[config.mk]
export PLATFORM = sky130hd
export DESIGN_NAME = srpt_front_flat
export DESIGN_NICKNAME = d
export VERILOG_FILES = /design/src/sv/srpt_pkg.sv /design/src/sv/srpt_ifs.sv /design/src/sv/srpt_front.sv /design/src/flat_wrapper.sv
export SDC_FILE = /design/constraint.sdc
export NUM_CORES = 1
export LEC_CHECK = 0
export BUFFER_PORTS_ARGS = -buffer_cell sky130_fd_sc_hd__buf_2
export CAP_MARGIN = 20
export CELL_PAD_IN_SITES_DETAIL_PLACEMENT = 1
export CELL_PAD_IN_SITES_GLOBAL_PLACEMENT = 1
export CORE_AREA = 2 2 210 212
export DETAILED_ROUTE_END_ITERATION = 8
export DIE_AREA = 0 0 212 214
export HOLD_SLACK_MARGIN = 0.12
export PLACE_DENSITY_LB_ADDON = 0.1
export SLEW_MARGIN = 25
export SYNTH_ARGS = -nofsm -noshare
export SYNTH_HDL_FRONTEND = slang
export SYNTH_SLANG_ARGS = --single-unit
[constraint.sdc]
create_clock -name clock -period 10.9 [get_ports clock]
set_input_delay 0.545 -clock clock [delete_from_list [all_inputs] [get_ports clock]]
set_output_delay 0.545 -clock clock [all_outputs]
set_load 0.01 [all_outputs]
[src/sv/srpt_pkg.sv]
// Shared types, constants and helpers for the sinusoidal rigid point transform.
// No dependencies; imported by the top level, front, queue, CORDIC, back end and testbench files.
package srpt_pkg;

   localparam int CORDIC_STEPS = 24;
   localparam int FRAC_BITS    = 16;
   localparam int STEP_W       = $clog2(CORDIC_STEPS);
   localparam int QUEUE_DEPTH  = 2;
   localparam int QPTR_W       = $clog2(QUEUE_DEPTH);
   localparam int QCNT_W       = $clog2(QUEUE_DEPTH + 1);

   localparam int MUL_W  = 34;
   localparam int PROD_W = 2 * MUL_W;
   localparam int RND_W  = PROD_W - 30;

   localparam logic signed [MUL_W-1:0]  ONE_Q30     = MUL_W'(64'sd1 << 30);
   localparam logic signed [PROD_W-1:0] HALF_Q30    = PROD_W'(64'sd1 << 29);
   localparam logic signed [MUL_W-1:0]  CORDIC_GAIN = MUL_W'(64'sd652032874);
   localparam logic signed [MUL_W-1:0]  INV_TWO_PI  = MUL_W'(64'sd683565276);

   localparam logic [31:0] ATAN_TURNS [32] = '{
      32'd536870912, 32'd316933406, 32'd167458907, 32'd85004756, 32'd42667331,
      32'd21354465, 32'd10679838, 32'd5340245, 32'd2670163, 32'd1335087,
      32'd667544, 32'd333772, 32'd166886, 32'd83443, 32'd41722, 32'd20861,
      32'd10430, 32'd5215, 32'd2608, 32'd1304, 32'd652, 32'd326, 32'd163,
      32'd81, 32'd41, 32'd20, 32'd10, 32'd5, 32'd3, 32'd1, 32'd1, 32'd0
   };

   typedef enum logic [2:0] {
      CSR_ROT_AMPLITUDE, CSR_ROT_FREQUENCY, CSR_TRANS_AMPLITUDE, CSR_TRANS_FREQUENCY,
      CSR_DIRECTION_XY, CSR_ORIGIN_XY, CSR_PHASE_PAIR, CSR_SMOOTH_START
   } csr_index_type;

   typedef enum logic {KIND_TIME, KIND_POINT} kind_type;

   typedef struct packed {
      kind_type           kind;
      logic [31:0]        time_value;
      logic signed [32:0] dx;
      logic signed [32:0] dy;
      logic signed [31:0] pz;
   } item_type;

   typedef struct packed {
      logic [17:0]        rot_amplitude;
      logic [31:0]        rot_frequency;
      logic [30:0]        trans_amplitude;
      logic [31:0]        trans_frequency;
      logic signed [31:0] dir_x;
      logic signed [31:0] dir_y;
      logic signed [31:0] origin_x;
      logic signed [31:0] origin_y;
      logic [15:0]        phase_t;
      logic [15:0]        phase_e;
      logic               smooth_start;
   } cfg_type;

   typedef struct packed {
      logic        start;
      logic [31:0] turn;
   } cordic_req_type;

   typedef struct packed {
      logic               done;
      logic signed [31:0] cosine;
      logic signed [31:0] sine;
   } cordic_rsp_type;

   typedef enum logic [4:0] {
      ST_IDLE, ST_W_MUL, ST_W_CHK, ST_W_RAMP, ST_W_SIN_GO, ST_W_SIN, ST_W_M1, ST_W_M2,
      ST_A_TURN, ST_A_CS_GO, ST_A_CS, ST_T_MX, ST_T_MY, ST_T_END,
      ST_P_M2, ST_P_M3, ST_P_M4, ST_P_FIN, ST_DONE
   } back_state_type;

   // round half up and drop 30 fraction bits
   function automatic logic signed [RND_W-1:0] rnd30(input logic signed [PROD_W-1:0] p);
      logic signed [PROD_W-1:0] t;
      t = p + HALF_Q30;
      return RND_W'(t >>> 30);
   endfunction

   function automatic logic signed [31:0] sat32(input logic signed [RND_W-1:0] v);
      if (v > RND_W'(64'sd2147483647)) return 32'sh7FFF_FFFF;
      else if (v < -RND_W'(64'sd2147483648)) return 32'sh8000_0000;
      else return 32'(v);
   endfunction

endpackage

[src/sv/srpt_ifs.sv]
// Valid/ready channel interfaces for request and response words.
// Depends on nothing.
interface srpt_req_if;
   logic               valid;
   logic               ready;
   logic               mode;
   logic [31:0]        time_value;
   logic signed [31:0] point_x;
   logic signed [31:0] point_y;
   logic signed [31:0] point_z;
   modport source (output valid, mode, time_value, point_x, point_y, point_z, input ready);
   modport sink   (input valid, mode, time_value, point_x, point_y, point_z, output ready);
endinterface


[src/sv/srpt_front.sv]
// Front end: takes request words, classifies them and prepares point offsets.
// Depends on srpt_pkg and srpt_ifs.
module srpt_front (
   input  logic              clock,
   input  logic              reset,
   srpt_req_if.sink          req,
   input  srpt_pkg::cfg_type cfg,
   output logic              push_valid,
   output srpt_pkg::item_type push_item,
   input  logic              push_ready
);
   import srpt_pkg::*;

   logic     full_ff, full_in;
   item_type entry_ff, entry_in;

   assign req.ready  = !full_ff || push_ready;
   assign push_valid = full_ff;
   assign push_item  = entry_ff;

   always_comb begin
      full_in  = full_ff;
      entry_in = entry_ff;
      if (full_ff && push_ready) full_in = 1'b0;
      if (req.valid && req.ready) begin
         full_in             = 1'b1;
         entry_in.kind       = req.mode ? KIND_POINT : KIND_TIME;
         entry_in.time_value = req.time_value;
         entry_in.dx         = 33'(req.point_x) - 33'(cfg.origin_x);
         entry_in.dy         = 33'(req.point_y) - 33'(cfg.origin_y);
         entry_in.pz         = req.point_z;
      end
   end

   always_ff @(posedge clock) begin
      if (reset) full_ff <= 1'b0;
      else full_ff <= full_in;
      entry_ff <= entry_in;
   end
endmodule

[src/flat_wrapper.sv]
// flat-port wrapper written by rule: the top's interface ports become plain ports
module srpt_front_flat import srpt_pkg::*;
  (clock, reset, cfg, push_valid, push_item, push_ready, req_valid, req_mode, req_time_value, req_point_x, req_point_y, req_point_z, req_ready);
  srpt_req_if req_i ();
  input  logic clock;
  input  logic reset;
  input  srpt_pkg::cfg_type cfg;
  output logic push_valid;
  output srpt_pkg::item_type push_item;
  input  logic push_ready;
  input wire logic [$bits(req_i.valid)-1:0] req_valid;
  input wire logic [$bits(req_i.mode)-1:0] req_mode;
  input wire logic [$bits(req_i.time_value)-1:0] req_time_value;
  input wire logic [$bits(req_i.point_x)-1:0] req_point_x;
  input wire logic [$bits(req_i.point_y)-1:0] req_point_y;
  input wire logic [$bits(req_i.point_z)-1:0] req_point_z;
  output wire logic [$bits(req_i.ready)-1:0] req_ready;
  assign req_i.valid = req_valid;
  assign req_i.mode = req_mode;
  assign req_i.time_value = req_time_value;
  assign req_i.point_x = req_point_x;
  assign req_i.point_y = req_point_y;
  assign req_i.point_z = req_point_z;
  assign req_ready = req_i.ready;
  srpt_front u_core (.clock(clock), .reset(reset), .req(req_i), .cfg(cfg), .push_valid(push_valid), .push_item(push_item), .push_ready(push_ready));
endmodule
==> flow_results.org <==
** Detailed routing
- Detail-routed net length per standard cell :: 18.76 um
- Antenna-violating nets left :: 0
- Using the TritonRoute via totals, the vias-per-cell ratio works out to 4.009.
- Via count :: 6526
- The detailed router finished its first iteration with 231 violations.
- For this run, design rule violations remaining after detail routing come to 0.
- Number of search-and-repair iterations in the first detailed-routing pass :: 4
- WL final :: 30.55 mm

** Outcome
- Result of the run :: completed

** Power
- In this run the static leakage power is 4.817 nW.
- Across the VDD grid, the largest voltage drop is 0.09292 mV.
- Power density normalized to cell area :: 153.7 nW/um^2

** Critical path
- Worst setup SP type :: input port
- Across all register-to-register paths, the minimum setup slack is 8.11 ns.
- Crit path required time :: 11.12 ns
- R2R Path Start :: u_core.push_valid
- The worst setup path is captured at a flip-flop.
- For the worst setup path, the data arrival time is 3.25 ns.
- Destination of the worst register-to-register timing path :: u_core.push_item[109]
- The setup path with the least slack is of type in2reg.
- In this run the worst path has a maximum fanout of 3.
- Beginning of the critical path :: req_point_x[0]
- Termination of the worst setup path :: u_core.push_item[97]
- Counting cells, the worst reg-to-reg path comes to 4.

** Floorplanning
- The total area inside the core boundary comes to 42890 um^2.
- Die X :: 212 um
- Row generation in the floorplan step produced 76 rows.
- The floorplan step defined a die boundary enclosing 45370 um^2.
- Initial standard-cell utilization of the core :: 0.1766
- Measured along the y axis, the die boundary spans 214 um.
- For this design the top-level I/O count stands at 540.

** Placement
- Once placement finished, the instance area stood at 9906 um^2.
- Number of buffer cells added on primary ports :: 329
- Dpl cells :: 1586
- Final estimated routing congestion in global placement :: 0.7883
- Detailed placement finished with a half-perimeter wire length of 25.20 mm.

** GRT
- Met2 track demand over resource :: 0.1906
- In the global route stage, overall resource usage came out at 0.1373.
- Met1 track utilization from global routing :: 0.1703
- Most Crowded Layer GR :: met2
- Entering global routing, the biggest net connects 48 pins.
- The via count of the first global-routing pass came to 6971.
- For met3 alone, demand over resource in global routing was 0.08884.
- Wire length of the first global-routing pass :: 44.84 mm
- Overflow after GRT :: 0
- The number of antenna violations at the first check in global routing came to 25.

** Timing
- Final Cycle Share :: 0.2785
- Adding up every negative setup slack in the final design gives 0 ns.
- Slew of the pin with the lowest slew margin :: 0.7357 ns
- Number of hold violations in the final report :: 0
- Final-layout worst hold slack :: 0.2224 ns
- Setup repair after global routing missed its margin :: false
- Final Slew Violations :: 0
- Minimum clock period after layout :: 3.036 ns
- Worst clock skew :: 0.01265 ns
- Highest clock frequency the design can meet :: 0.3294 GHz
- Final setup vio count :: 0
- Headroom to the max-slew limit came out at 0.5095.

** Cells and area
- The final layout contains 1493 nets.
- Syn-to-layout area delta :: 38.95%
- Non-filler instance count after layout :: 1628
- Post-route cell area :: 10530 um^2
- Share of final-layout standard cells stronger than drive strength 1 :: 0.3601

** CTS
- The tree is rooted in a sky130_fd_sc_hd__clkbuf_16.
- Number of buffers added by the clock tree synthesis step :: 17
- Clk sink count :: 132
- Once the clock tree was built, the resizer swapped 0 gates to a different size.
- Reg clk slew, reported paths :: 0.07 ns
- CTS H-Tree Depth :: 4
- Postcts setup bufs :: 0
- Clk buf depth :: 2
- In this run, post-CTS hold repair placed 0 buffers.
- CTS tree :: yes
- Clock latency at the later pin of the worst-skew pair :: 0.48 ns

** Logic synthesis
- In this run, distinct cell masters in the synthesized netlist total 55.
- The share of the Yosys chip area taken by registers is 0.5220.
- The most used flip-flop cell after synthesis is sky130_fd_sc_hd__edfxtp_1.
- Number of enable-type register cells in the synthesized netlist :: 131
- Post-synthesis instance area :: 7575 um^2
- Averaged over all synthesized cells, the footprint is 11.06 um^2.
- Flop and latch count out of synthesis :: 132
- Synthesis produced 685 cells.
- Counting flops with an async set or reset pin after synthesis yields a share of 0.
- Mapped Nets :: 1158
- Warnings from Yosys :: 0

** Min path
- The min-delay analysis places its worst path in the category in2reg.

** Run
- Max-cap violations in this run came to 0.
-- power by group --
part           total, mW  leakage, nW  switching (mW)  internal, mW
clock              0.608        0.295           0.266         0.342
sequential         0.639         1.28          0.0136         0.626
combinational      0.370         3.25           0.219         0.151
total               1.62         4.82           0.499          1.12
-- worst max-delay path: stages --
cell and delay [ns]:
sky130_fd_sc_hd__buf_2 0.08, sky130_fd_sc_hd__inv_1 0.03, sky130_fd_sc_hd__ha_1 0.22, sky130_fd_sc_hd__fa_1 0.40, sky130_fd_sc_hd__and2b_1 0.24, sky130_fd_sc_hd__o2111ai_1 0.17, sky130_fd_sc_hd__and3_1 0.28, sky130_fd_sc_hd__o31a_1 0.33
sky130_fd_sc_hd__o31ai_1 0.43, sky130_fd_sc_hd__o21ai_1 0.23, sky130_fd_sc_hd__o21ai_0 0.20, sky130_fd_sc_hd__o21ai_1 0.08
-- through the flow --
| stage | utilization | worst slack, ns | power (mW) |
|---|---|---|---|
| 2_1_floorplan | - | 6.622 | 0.8671 |
| 3_3_place_gp | 0.2310 | 7.323 | 1.030 |
| 3_5_place_dp | 0.2310 | 7.319 | 1.027 |
| 4_1_cts | 0.2448 | 7.846 | 1.659 |
| 5_1_grt | 0.2450 | 7.621 | 1.717 |
| 6_report | 0.2454 | 7.864 | 1.617 |
-- cells by family (layout without fill, tap and decap cells) --
family,Yosys count,in the layout,synth area share
and+or+nand+nor,132,132,0.08111
xor gates and xnor gates,59,59,0.06822
DFF,132,132,0.5220
adders and majority gates,66,66,0.1110
muxes,1,1,0.001321
AOI/OAI and AO/OA,192,192,0.1642
buffers and inverters,103,451,0.05220
other,0,10,0
-- cell usage in the layout, fill, tap and decap left out, types with 3 or more instances in the layout --
cell / netlist / routed
sky130_fd_sc_hd__clkinv_4: 0 / 4
sky130_fd_sc_hd__clkbuf_16: 0 / 17
sky130_fd_sc_hd__xor2_1: 18 / 18
sky130_fd_sc_hd__nor3_1: 8 / 8
sky130_fd_sc_hd__ha_1: 64 / 64
sky130_fd_sc_hd__o31ai_1: 6 / 6
sky130_fd_sc_hd__nand2_1: 41 / 41
sky130_fd_sc_hd__o2111ai_1: 3 / 3
sky130_fd_sc_hd__o21ai_1: 6 / 6
sky130_fd_sc_hd__inv_1: 88 / 88
sky130_fd_sc_hd__nor2b_1: 7 / 7
sky130_fd_sc_hd__o31a_1: 4 / 4
sky130_fd_sc_hd__o21a_1: 10 / 10
sky130_fd_sc_hd__a21o_1: 32 / 32
sky130_fd_sc_hd__nand4_1: 8 / 8
sky130_fd_sc_hd__diode_2: 0 / 10
sky130_fd_sc_hd__and3_1: 3 / 3
sky130_fd_sc_hd__o211ai_1: 4 / 4
sky130_fd_sc_hd__inv_6: 0 / 6
sky130_fd_sc_hd__a21oi_1: 66 / 66
sky130_fd_sc_hd__nand3_1: 11 / 11
sky130_fd_sc_hd__nand2b_1: 8 / 8
sky130_fd_sc_hd__a31oi_1: 4 / 4
sky130_fd_sc_hd__edfxtp_1: 131 / 131
sky130_fd_sc_hd__xnor2_1: 41 / 41
sky130_fd_sc_hd__o21bai_1: 9 / 9
sky130_fd_sc_hd__a211oi_1: 3 / 3
sky130_fd_sc_hd__nor2_1: 36 / 36
sky130_fd_sc_hd__o21ai_0: 26 / 26
sky130_fd_sc_hd__buf_2: 1 / 329
-- cells in the mapped netlist, types with 2 or more instances --
cell	number	area (um^2)
sky130_fd_sc_hd__edfxtp_1	131	3934
sky130_fd_sc_hd__inv_1	88	330.3
sky130_fd_sc_hd__a21oi_1	66	330.3
sky130_fd_sc_hd__ha_1	64	800.8
sky130_fd_sc_hd__nand2_1	41	153.9
sky130_fd_sc_hd__xnor2_1	41	359.1
sky130_fd_sc_hd__nor2_1	36	135.1
sky130_fd_sc_hd__a21o_1	32	240.2
sky130_fd_sc_hd__o21ai_0	26	130.1
sky130_fd_sc_hd__xor2_1	18	157.7
sky130_fd_sc_hd__clkbuf_1	11	41.29
sky130_fd_sc_hd__nand3_1	11	55.05
sky130_fd_sc_hd__o21a_1	10	75.07
sky130_fd_sc_hd__o21bai_1	9	67.56
sky130_fd_sc_hd__nand2b_1	8	50.05
sky130_fd_sc_hd__nand4_1	8	50.05
sky130_fd_sc_hd__nor3_1	8	40.04
sky130_fd_sc_hd__nor2b_1	7	43.79
sky130_fd_sc_hd__o21ai_1	6	30.03
sky130_fd_sc_hd__o31ai_1	6	45.04
sky130_fd_sc_hd__a31oi_1	4	25.02
sky130_fd_sc_hd__o211ai_1	4	30.03
sky130_fd_sc_hd__o31a_1	4	35.03
sky130_fd_sc_hd__a211oi_1	3	22.52
sky130_fd_sc_hd__and3_1	3	18.77
sky130_fd_sc_hd__o2111ai_1	3	26.28
sky130_fd_sc_hd__a2111oi_0	2	17.52
sky130_fd_sc_hd__a21oi_2	2	17.52
sky130_fd_sc_hd__buf_4	2	15.01
sky130_fd_sc_hd__fa_1	2	40.04
sky130_fd_sc_hd__nor4_1	2	12.51
sky130_fd_sc_hd__o211a_1	2	20.02
sky130_fd_sc_hd__o41ai_1	2	17.52
sky130_fd_sc_hd__or2_2	2	12.51
-- cell type report --
cell class / instances / area (um^2)
Antenna cell: 10 / 25.02
Clock buffer: 17 / 425.4
Clock inverter: 15 / 168.9
Fill cell: 4983 / 32360
Inverter: 88 / 330.3
Multi-Input combinational cell: 450 / 3228
Sequential cell: 132 / 3954
Tap cell: 585 / 732.0
Timing Repair Buffer: 331 / 1662
-- sequential cells by signal, summed over array words and instances (netlist names) --
name / cells
u_core.push_item: 131
u_core.push_valid: 1
-- routing by layer --
layer	wire length (um)	vias to the layer above
li1	-	3161
met1	13640	2989
met5	150	-
met3	4311	49
met4	550	24
met2	11890	303
-- worst min-delay path by stage --
stage | cells past startpoint | end | slack, ns | from
after floorplan | 2 | u_core.push_valid | 0.59 | u_core.push_valid
after global placement | 2 | u_core.push_valid | 0.55 | u_core.push_valid
after detailed placement | 2 | u_core.push_valid | 0.56 | u_core.push_valid
after CTS | 2 | u_core.push_valid | 0.18 | reset
after global routing | 1 | u_core.push_item[104] | 0.19 | req_time_value[6]
final | 2 | u_core.push_valid | 0.22 | reset
No activity file was read; power rests on OpenSTA's default activity.
