File: src/sv/srpt_pkg.sv
// Shared types, constants and helpers for the sinusoidal rigid point transform.
// No dependencies; imported by the top level, front, queue, CORDIC, back end and testbench files.
package srpt_pkg;

   localparam int CORDIC_STEPS = 24;
   localparam int FRAC_BITS    = 16;
   localparam int STEP_W       = $clog2(CORDIC_STEPS);
   localparam int QUEUE_DEPTH  = 2;
   localparam int QPTR_W       = $clog2(QUEUE_DEPTH);
   localparam int QCNT_W       = $clog2(QUEUE_DEPTH + 1);

   localparam int MUL_W  = 34;
   localparam int PROD_W = 2 * MUL_W;
   localparam int RND_W  = PROD_W - 30;

   localparam logic signed [MUL_W-1:0]  ONE_Q30     = MUL_W'(64'sd1 << 30);
   localparam logic signed [PROD_W-1:0] HALF_Q30    = PROD_W'(64'sd1 << 29);
   localparam logic signed [MUL_W-1:0]  CORDIC_GAIN = MUL_W'(64'sd652032874);
   localparam logic signed [MUL_W-1:0]  INV_TWO_PI  = MUL_W'(64'sd683565276);

   localparam logic [31:0] ATAN_TURNS [32] = '{
      32'd536870912, 32'd316933406, 32'd167458907, 32'd85004756, 32'd42667331,
      32'd21354465, 32'd10679838, 32'd5340245, 32'd2670163, 32'd1335087,
      32'd667544, 32'd333772, 32'd166886, 32'd83443, 32'd41722, 32'd20861,
      32'd10430, 32'd5215, 32'd2608, 32'd1304, 32'd652, 32'd326, 32'd163,
      32'd81, 32'd41, 32'd20, 32'd10, 32'd5, 32'd3, 32'd1, 32'd1, 32'd0
   };

   typedef enum logic [2:0] {
      CSR_ROT_AMPLITUDE, CSR_ROT_FREQUENCY, CSR_TRANS_AMPLITUDE, CSR_TRANS_FREQUENCY,
      CSR_DIRECTION_XY, CSR_ORIGIN_XY, CSR_PHASE_PAIR, CSR_SMOOTH_START
   } csr_index_type;

   typedef enum logic {KIND_TIME, KIND_POINT} kind_type;

   typedef struct packed {
      kind_type           kind;
      logic [31:0]        time_value;
      logic signed [32:0] dx;
      logic signed [32:0] dy;
      logic signed [31:0] pz;
   } item_type;

   typedef struct packed {
      logic [17:0]        rot_amplitude;
      logic [31:0]        rot_frequency;
      logic [30:0]        trans_amplitude;
      logic [31:0]        trans_frequency;
      logic signed [31:0] dir_x;
      logic signed [31:0] dir_y;
      logic signed [31:0] origin_x;
      logic signed [31:0] origin_y;
      logic [15:0]        phase_t;
      logic [15:0]        phase_e;
      logic               smooth_start;
   } cfg_type;

   typedef struct packed {
      logic        start;
      logic [31:0] turn;
   } cordic_req_type;

   typedef struct packed {
      logic               done;
      logic signed [31:0] cosine;
      logic signed [31:0] sine;
   } cordic_rsp_type;

   typedef enum logic [4:0] {
      ST_IDLE, ST_W_MUL, ST_W_CHK, ST_W_RAMP, ST_W_SIN_GO, ST_W_SIN, ST_W_M1, ST_W_M2,
      ST_A_TURN, ST_A_CS_GO, ST_A_CS, ST_T_MX, ST_T_MY, ST_T_END,
      ST_P_M2, ST_P_M3, ST_P_M4, ST_P_FIN, ST_DONE
   } back_state_type;

   // round half up and drop 30 fraction bits
   function automatic logic signed [RND_W-1:0] rnd30(input logic signed [PROD_W-1:0] p);
      logic signed [PROD_W-1:0] t;
      t = p + HALF_Q30;
      return RND_W'(t >>> 30);
   endfunction

   function automatic logic signed [31:0] sat32(input logic signed [RND_W-1:0] v);
      if (v > RND_W'(64'sd2147483647)) return 32'sh7FFF_FFFF;
      else if (v < -RND_W'(64'sd2147483648)) return 32'sh8000_0000;
      else return 32'(v);
   endfunction

endpackage

File: src/sv/srpt_queue.sv
// Short queue between front and back end.
// Depends on srpt_pkg.
module srpt_queue (
   input  logic               clock,
   input  logic               reset,
   input  logic               push_valid,
   input  srpt_pkg::item_type push_item,
   output logic               push_ready,
   output logic               pop_valid,
   output srpt_pkg::item_type pop_item,
   input  logic               pop_ready
);
   import srpt_pkg::*;

   item_type           mem [QUEUE_DEPTH];
   logic [QPTR_W-1:0]  wr_ff, rd_ff;
   logic [QCNT_W-1:0]  count_ff;
   logic               do_push, do_pop;

   assign push_ready = count_ff != QCNT_W'(QUEUE_DEPTH);
   assign pop_valid  = count_ff != '0;
   assign pop_item   = mem[rd_ff];
   assign do_push    = push_valid && push_ready;
   assign do_pop     = pop_valid && pop_ready;

   always_ff @(posedge clock) begin
      if (reset) begin
         wr_ff    <= '0;
         rd_ff    <= '0;
         count_ff <= '0;
      end else begin
         if (do_push) wr_ff <= (wr_ff == QPTR_W'(QUEUE_DEPTH - 1)) ? '0 : wr_ff + 1'b1;
         if (do_pop)  rd_ff <= (rd_ff == QPTR_W'(QUEUE_DEPTH - 1)) ? '0 : rd_ff + 1'b1;
         count_ff <= count_ff + QCNT_W'(do_push) - QCNT_W'(do_pop);
      end
      if (do_push) mem[wr_ff] <= push_item;
   end
endmodule

File: config.mk
export PLATFORM = sky130hd
export DESIGN_NAME = srpt_queue
export DESIGN_NICKNAME = d
export VERILOG_FILES = /design/src/sv/srpt_pkg.sv /design/src/sv/srpt_queue.sv
export SDC_FILE = /design/constraint.sdc
export NUM_CORES = 1
export LEC_CHECK = 0
export ABC_AREA = 1
export ABC_CLOCK_PERIOD_IN_PS = 7600
export BUFFER_PORTS_ARGS = -buffer_cell sky130_fd_sc_hd__buf_2
export CORE_MARGIN = 3
export CORE_UTILIZATION = 52
export CTS_CLUSTER_DIAMETER = 150
export CTS_CLUSTER_SIZE = 12
export DETAILED_ROUTE_END_ITERATION = 8
export GPL_TIMING_DRIVEN = 0
export PLACE_DENSITY = 0.79
export SETUP_SLACK_MARGIN = 0.5
export SYNTH_ARGS = -nofsm -noshare
export SYNTH_HDL_FRONTEND = slang
export SYNTH_SLANG_ARGS = --single-unit
File: constraint.sdc
create_clock -name clock -period 7.6 [get_ports clock]
set_clock_uncertainty 0.1 [all_clocks]
set_input_delay 0.38 -clock clock [delete_from_list [all_inputs] [get_ports clock]]
set_output_delay 0.38 -clock clock [all_outputs]
set_load 0.01 [all_outputs]
==> out/metrics.csv, run 1 <==
stage,metric,value,unit
outcome,status,"finished, final reports clean",
worst_hold_path,hold crit path type,in2reg,
global_route,largest net degree at the start of global routing,36,
die,Ports,268,
cts,Skew-Pair Late Insertion Delay,0.51,ns
power,Design Power,4.25,mW
sta,Final Setup Violations,0,
synthesis,register area share after synthesis,79.2,%
synthesis,count of cell types in the netlist,15,
place,post-detail-place hpwl,13300,µm
cts,H-tree depth,1,
setup_path,Worst Setup Start Kind,register,
setup_path,Reg2Reg Depth,6,
synthesis,Seq cells post-synth,267,
global_route,total congestion overflow,0,
cells_and_area,Area Growth Syn to Fin,38.8,%
place,Post-Place Cells,979,
sta,Tightest Pin Transition,0.724,ns
cts,TritonCTS buffer count,26,
cells_and_area,"non-filler cells, final",1151,
routing,first drt pass iteration count,4,
setup_path,r2r setup slk,5.30,ns
cts,"Clk pin slew, worst setup/hold paths",0.06,ns
job,max-cap violation count,0,
place,gp weighted congestion,0.772,
setup_path,"Arr. time, crit path",2.41,ns
cells_and_area,layout cells sized above 1,50.7,%
global_route,initial antenna violation count,1,
cells_and_area,area occupied by multi-input gates,1930,µm²
sta,RSZ-0062 raised after global routing,no,
cells_and_area,final-stage net count,1015,
setup_path,CP Class,reg2reg,
sta,final worst-path cycle share,30.3,%
global_route,vias in the first global route,6399,
cells_and_area,# fillers,1047,
setup_path,crit path max fanout,33,
place,pre-CTS setup slack,5.33,ns
routing,DRT iter0 DRCs,231,
synthesis,"Cell Area, Synth",10100,µm²
cts,worst-case clock buffer depth,3,
die,Die Width,145,µm
cells_and_area,design area,14000,µm²
routing,antenna-violating nets left,0,
die,Initial Util,53.4,%
sta,setup TNS,0,ns
place,Placed Area,11900,µm²
sta,final hold viol count,0,
cts,"Setup Fix Bufs, Post-CTS",0,
sta,max-slew violation count,0,
die,die footprint,21100,µm²
power,PwrDens,304,nW/µm²
setup_path,CP endpoint kind,register,
routing,DRC,0,
die,Core ar.,18800,µm²
sta,relative slew slack,51.6,%
cts,CTS tree,done,
die,Die H,145,µm
power,static leakage,5.49,nW
cts,clock sink count,267,
global_route,Global Route Usage Sum,20.6,%
routing,Routed wire per std cell,19.3,µm
synthesis,Syn Area/Cell,22.7,µm²
cells_and_area,Seq. cell area,7970,µm²
routing,final wirelength,22200,µm
synthesis,Synth Warn #,0,
sta,final worst setup slack,5.30,ns
setup_path,Worst EP required,7.71,ns
routing,Vias/cell,4.99,
sta,Period minus WS final,2.30,ns
setup_path,reg-to-reg startpoint,count_ff[0]$_SDFF_PP0_,
setup_path,r2r endpoint,mem[1][114]$_DFFE_PP_,
place,PortBufs,267,
synthesis,synthesized net count,580,
sta,fmax,0.434,GHz
routing,Vias,5741,
power,Worst VDD drop,0.280,mV
cts,clk root buf,clkbuf_16,
global_route,first-pass GRT wire length,34700,µm
setup_path,end of the critical path,mem[1][114]$_DFFE_PP_,
setup_path,critical path startpoint,count_ff[0]$_SDFF_PP0_,
synthesis,Gate Count Post-Synth,444,
die,num rows,50,
-- power breakdown --
part	switching [mW]	internal, mW	leakage (nW)
combinational	0.587	0.601	2.65
clock	0.491	0.646	0.352
sequential	0.0584	1.87	2.49
total	1.14	3.11	5.49
-- metal layers --
metal	GRT usage, %	part of all wire (%)	wire length [µm]	vias up
li1	-	-	-	2609
met1	23.6	37	8190	2826
met2	37.9	53	11800	251
met3	5.56	7.2	1590	55
met4	6.36	2.9	651	0
met5	0	0	0	-
-- cell families after synthesis --
family	synth area share, %
buffers and inverters	1.77
and+or+nand+nor	0.733
muxes	18.0
xor gates and xnor gates	0.0870
AOI/OAI and AO/OA	0.0995
DFF	79.2
adders and majority gates	0.124
-- how the worst min path moves through the flow --
| stage | cells past startpoint | startpoint | endpoint | slack [ns] |
|---|---|---|---|---|
| 2_1_floorplan | 1 | reset | count_ff[0]$_SDFF_PP0_ | 0.35 |
| 3_3_place_gp | 2 | rd_ff$_SDFFE_PP0P_ | rd_ff$_SDFFE_PP0P_ | 0.38 |
| 3_5_place_dp | 2 | rd_ff$_SDFFE_PP0P_ | register | 0.40 |
| 4_1_cts | 3 | push_valid | wr_ff$_SDFFE_PP0P_ | 0.09 |
| 5_1_grt | 3 | push_valid | wr_ff$_SDFFE_PP0P_ | 0.15 |
| 6_report | 3 | push_valid | wr_ff$_SDFFE_PP0P_ | 0.15 |
-- state kept, by name (all words and copies together) (netlist names), named ones only --
signal and flops:
count_ff 2, mem 262, wr_ff 1, rd_ff 1
-- layout by cell type, fill, tap and decap left out, drive strengths merged, types with 2 or more instances in the layout --
cell         Yosys  layout
buf             15     290
edfxtp         262     262
dlygate4sd3      0     132
mux2           131     131
clkbuf           0      38
inv              8       9
nor2             9       9
nand2            8       8
dfxtp            5       5
a21oi            2       2
-- repair_timing --
action | 4_1_cts | 5_1_grt
resized for setup | 0 | 0
hold endpoints to repair | 264 | 0
hold buffers | 132 | 0
-- critical path, cell delays in order (launching register included) --
cell     delay (ns)
dfxtp_1        0.37
inv_1          0.05
nand2_1        0.09
nand2_1        0.20
nor2_4         0.62
buf_12         0.29
buf_12         0.24
-- synthesized netlist by cell type --
cell / number / area share (%)
dfxtp_1: 5 / 0.99
ha_1: 1 / 0.12
buf_6: 10 / 1.1
mux2_2: 41 / 4.6
nand3_1: 1 / 0.050
buf_8: 1 / 0.15
edfxtp_1: 262 / 78
xnor2_1: 1 / 0.087
a21oi_1: 2 / 0.099
buf_2: 4 / 0.20
inv_1: 8 / 0.30
nand2_1: 8 / 0.30
nor2_1: 9 / 0.34
nor3_1: 1 / 0.050
mux2_4: 90 / 13
-- area by class of cell --
class | count | share of cell area (%)
Inverter | 8 | 0.215
Clock inverter | 1 | 0.0806
Buffer | 15 | 1.06
Antenna cell | 1 | 0.0179
Sequential cell | 267 | 57.0
Clock buffer | 38 | 5.13
Timing Repair Buffer | 407 | 20.3
Multi-Input combinational cell | 154 | 13.8
Tap cell | 260 | 2.33
-- per-stage QoR --
| step | hold WS [ns] | util [%] |
|---|---|---|
| 3_5_place_dp | 0.400 | 63.3 |
| 5_1_grt | 0.146 | 74.2 |
| 6_report | 0.146 | 74.2 |
| 2_1_floorplan | 0.351 | - |
| 3_3_place_gp | 0.379 | 62.3 |
| 4_1_cts | 0.0891 | 74.2 |
(Power assumes the default switching activity.)
==> run 2: changes to the inputs <==
ABC_CLOCK_PERIOD_IN_PS = 2200   (was 7600)
clock period = 2.2 ns   (was 7.6 ns; I/O delays follow)
==> run 2 against run 1 <==
  * Power rose to 3.9 times the previous value
  * Via count up 7.4%
  * Final cell count up 3.2%
  * Clock power rose to 3.5 times the previous value
  * Wire length up 25%
  * Combinational power rose to 4.9 times the previous value
  * Non-clock buffer count up 36
  * Highest routed layer unchanged
==> out/metrics.csv, run 2 (synthesis results as in run 1) <==
stage,metric,value,unit
outcome,status,"finished, final reports clean",
cells_and_area,final core occ,81.8,%
power,Net Sw Frac,27.2,%
cells_and_area,layout cells sized above 1,53.4,%
setup_path,Worst Setup Start Kind,register,
sta,Final Setup Violations,0,
cells_and_area,design area,15400,µm²
power,PwrDens,1080,nW/µm²
power,Worst VDD drop,0.832,mV
place,PortBufs,267,
setup_path,Reg2Reg Depth,6,
setup_path,CP endpoint kind,primary output,
routing,first drt pass iteration count,4,
place,Placed Area,11900,µm²
setup_path,Worst EP required,1.99,ns
worst_hold_path,hold depth,2,
job,max-cap violation count,0,
sta,final hold slack,0.215,ns
sta,final hold viol count,0,
cts,TritonCTS buffer count,26,
cts,H-tree depth,1,
routing,DRT iter0 DRCs,345,
setup_path,CP bufs+invs,5,
setup_path,Critical Path Slowest Stage Cell,dfxtp_2,
power,Net Switching,4.51,mW
routing,Routed wire per std cell,23.4,µm
cells_and_area,Largest regs,"mem (262), count_ff (2)",
cts,clock sink count,267,
power,combinational power share,35.4,%
place,pre-CTS setup slack,-0.179,ns
global_route,vias in the first global route,6508,
cells_and_area,max reg flops,262,
cts,clk root buf,clkbuf_16,
cells_and_area,Antenna Cells,0,
setup_path,CP Class,reg2out,
die,Initial Util,53.4,%
sta,Period minus WS final,1.98,ns
place,gp weighted congestion,0.713,
setup_path,"Arr. time, crit path",1.77,ns
sta,max-slew violation count,0,
setup_path,critical path's top delay family,buffers and inverters,
cts,worst-case clock buffer depth,3,
cts,CTS tree,done,
cells_and_area,Area Growth Syn to Fin,53.0,%
die,num rows,50,
sta,relative slew slack,55.9,%
cells_and_area,"non-filler cells, final",1188,
power,Pint,12.1,mW
place,Post-Place Cells,979,
sta,fmax,0.504,GHz
place,post-detail-place hpwl,13800,µm
routing,final wirelength,27700,µm
cts,"Clk pin slew, worst setup/hold paths",0.06,ns
cells_and_area,final-stage net count,1053,
global_route,first-pass GRT wire length,37400,µm
routing,antenna-violating nets left,0,
power,Seq pwr share,40.4,%
die,die footprint,21100,µm²
global_route,initial antenna violation count,0,
routing,Vias,6168,
die,Ports,268,
setup_path,CP Depth,6,
cts,Skew-Pair Late Insertion Delay,0.52,ns
sta,RSZ-0062 raised after global routing,yes,
sta,final worst setup slack,0.217,ns
global_route,Global Route Usage Sum,22.4,%
setup_path,crit-path most repeated cell,buf_6,
sta,Tightest Pin Transition,0.661,ns
power,clock network power share,24.2,%
die,Die Width,145,µm
sta,final worst-path cycle share,90.1,%
routing,DRC,0,
setup_path,crit-path max cell delay,0.32,ns
die,Die H,145,µm
routing,Vias/cell,5.19,
global_route,total congestion overflow,0,
cells_and_area,"Most flops, register",mem,
global_route,largest net degree at the start of global routing,35,
setup_path,crit-path cells,buf_12 > buf_6 > buf_6 > buf_8 > mux2_4 > buf_6,
die,Core ar.,18800,µm²
power,static leakage,6.07,nW
worst_hold_path,hold crit path type,in2reg,
setup_path,crit path max fanout,8,
cells_and_area,# fillers,821,
cells_and_area,"commonest non-fill, non-tap cells in the layout","262 x edfxtp_1, 183 x buf_2, 134 x dlygate4sd3_1",
cells_and_area,"commonest non-fill, non-tap cell in the layout",edfxtp_1,
## run 2: cell types whose count changed in the layout (fill, tap and decap cells not counted), sizes merged
cell,previous run,this run
buf,290,307
clkbuf,38,54
dlygate4sd3,132,134
nor2,9,11
bufbuf,0,1
diode,1,0
## run 2: final timing paths
kind / slack (ns) / start / to
max: 0.22 / register / pop_item[25]
max reg2reg: 0.58 / count_ff[0]$_SDFF_PP0_ / mem[1][79]$_DFFE_PP_
min: 0.21 / push_item[119] / mem[1][119]$_DFFE_PP_
min reg2reg: 0.47 / wr_ff$_SDFFE_PP0P_ / wr_ff$_SDFFE_PP0P_
## run 2: timing repair
| item | 4_1_cts | 5_1_grt |
|---|---|---|
| endpoints found under the hold margin | 267 | 0 |
| hold buffers | 134 | 0 |
| setup endpoints to repair | 356 | 238 |
| setup buffers | 9 | 4 |
| cloned | 7 | 16 |
| pin swaps | 2 | 3 |
| gates resized for setup | 40 | 131 |
## run 2: through the flow
stage / total power [mW] / setup TNS (ns)
floorplan: 9.20 / -209.07
global placement: 10.4 / -433.85
detailed placement: 10.6 / -4.44
CTS: 15.2 / 0
global route: 17.2 / 0
finish: 16.6 / 0
## run 2: final cells by class
| type | instances | area [µm²] | area share [%] |
|---|---|---|---|
| flip-flops and latches | 267 | 7980 | 51.8 |
| repair buffers | 443 | 4050 | 26.3 |
| plain buffers | 15 | 273 | 1.77 |
| inverters | 8 | 30.0 | 0.195 |
| clock buffers | 38 | 717 | 4.66 |
| clock inverters | 1 | 11.3 | 0.0731 |
| well taps | 260 | 325 | 2.11 |
| multi-input cells | 156 | 2020 | 13.1 |
## run 2: worst register-to-register path, delay by kind of cell (launching register included)
kind / cells / cell delay, ns
buf+inv: 3 / 0.51
flops: 1 / 0.36
simple gates: 3 / 0.35
## run 2: power groups by stage
stage / Clock, mW / Combinational, mW / Sequential [mW]
2_1_floorplan: 0 / 2.47 / 6.72
3_3_place_gp: 0 / 3.66 / 6.77
3_5_place_dp: 0 / 3.90 / 6.75
4_1_cts: 3.99 / 4.53 / 6.65
5_1_grt: 4.29 / 6.12 / 6.75
6_report: 4.01 / 5.87 / 6.70
## run 2: layer usage
metal  wire length, µm  GRT usage [%]  up-vias
li1                  -              -     2702
met1             10300           27.5     3063
met2             14700           40.0      344
met3              2130           5.25       59
met4               649           6.27        0
met5                 0              0        -
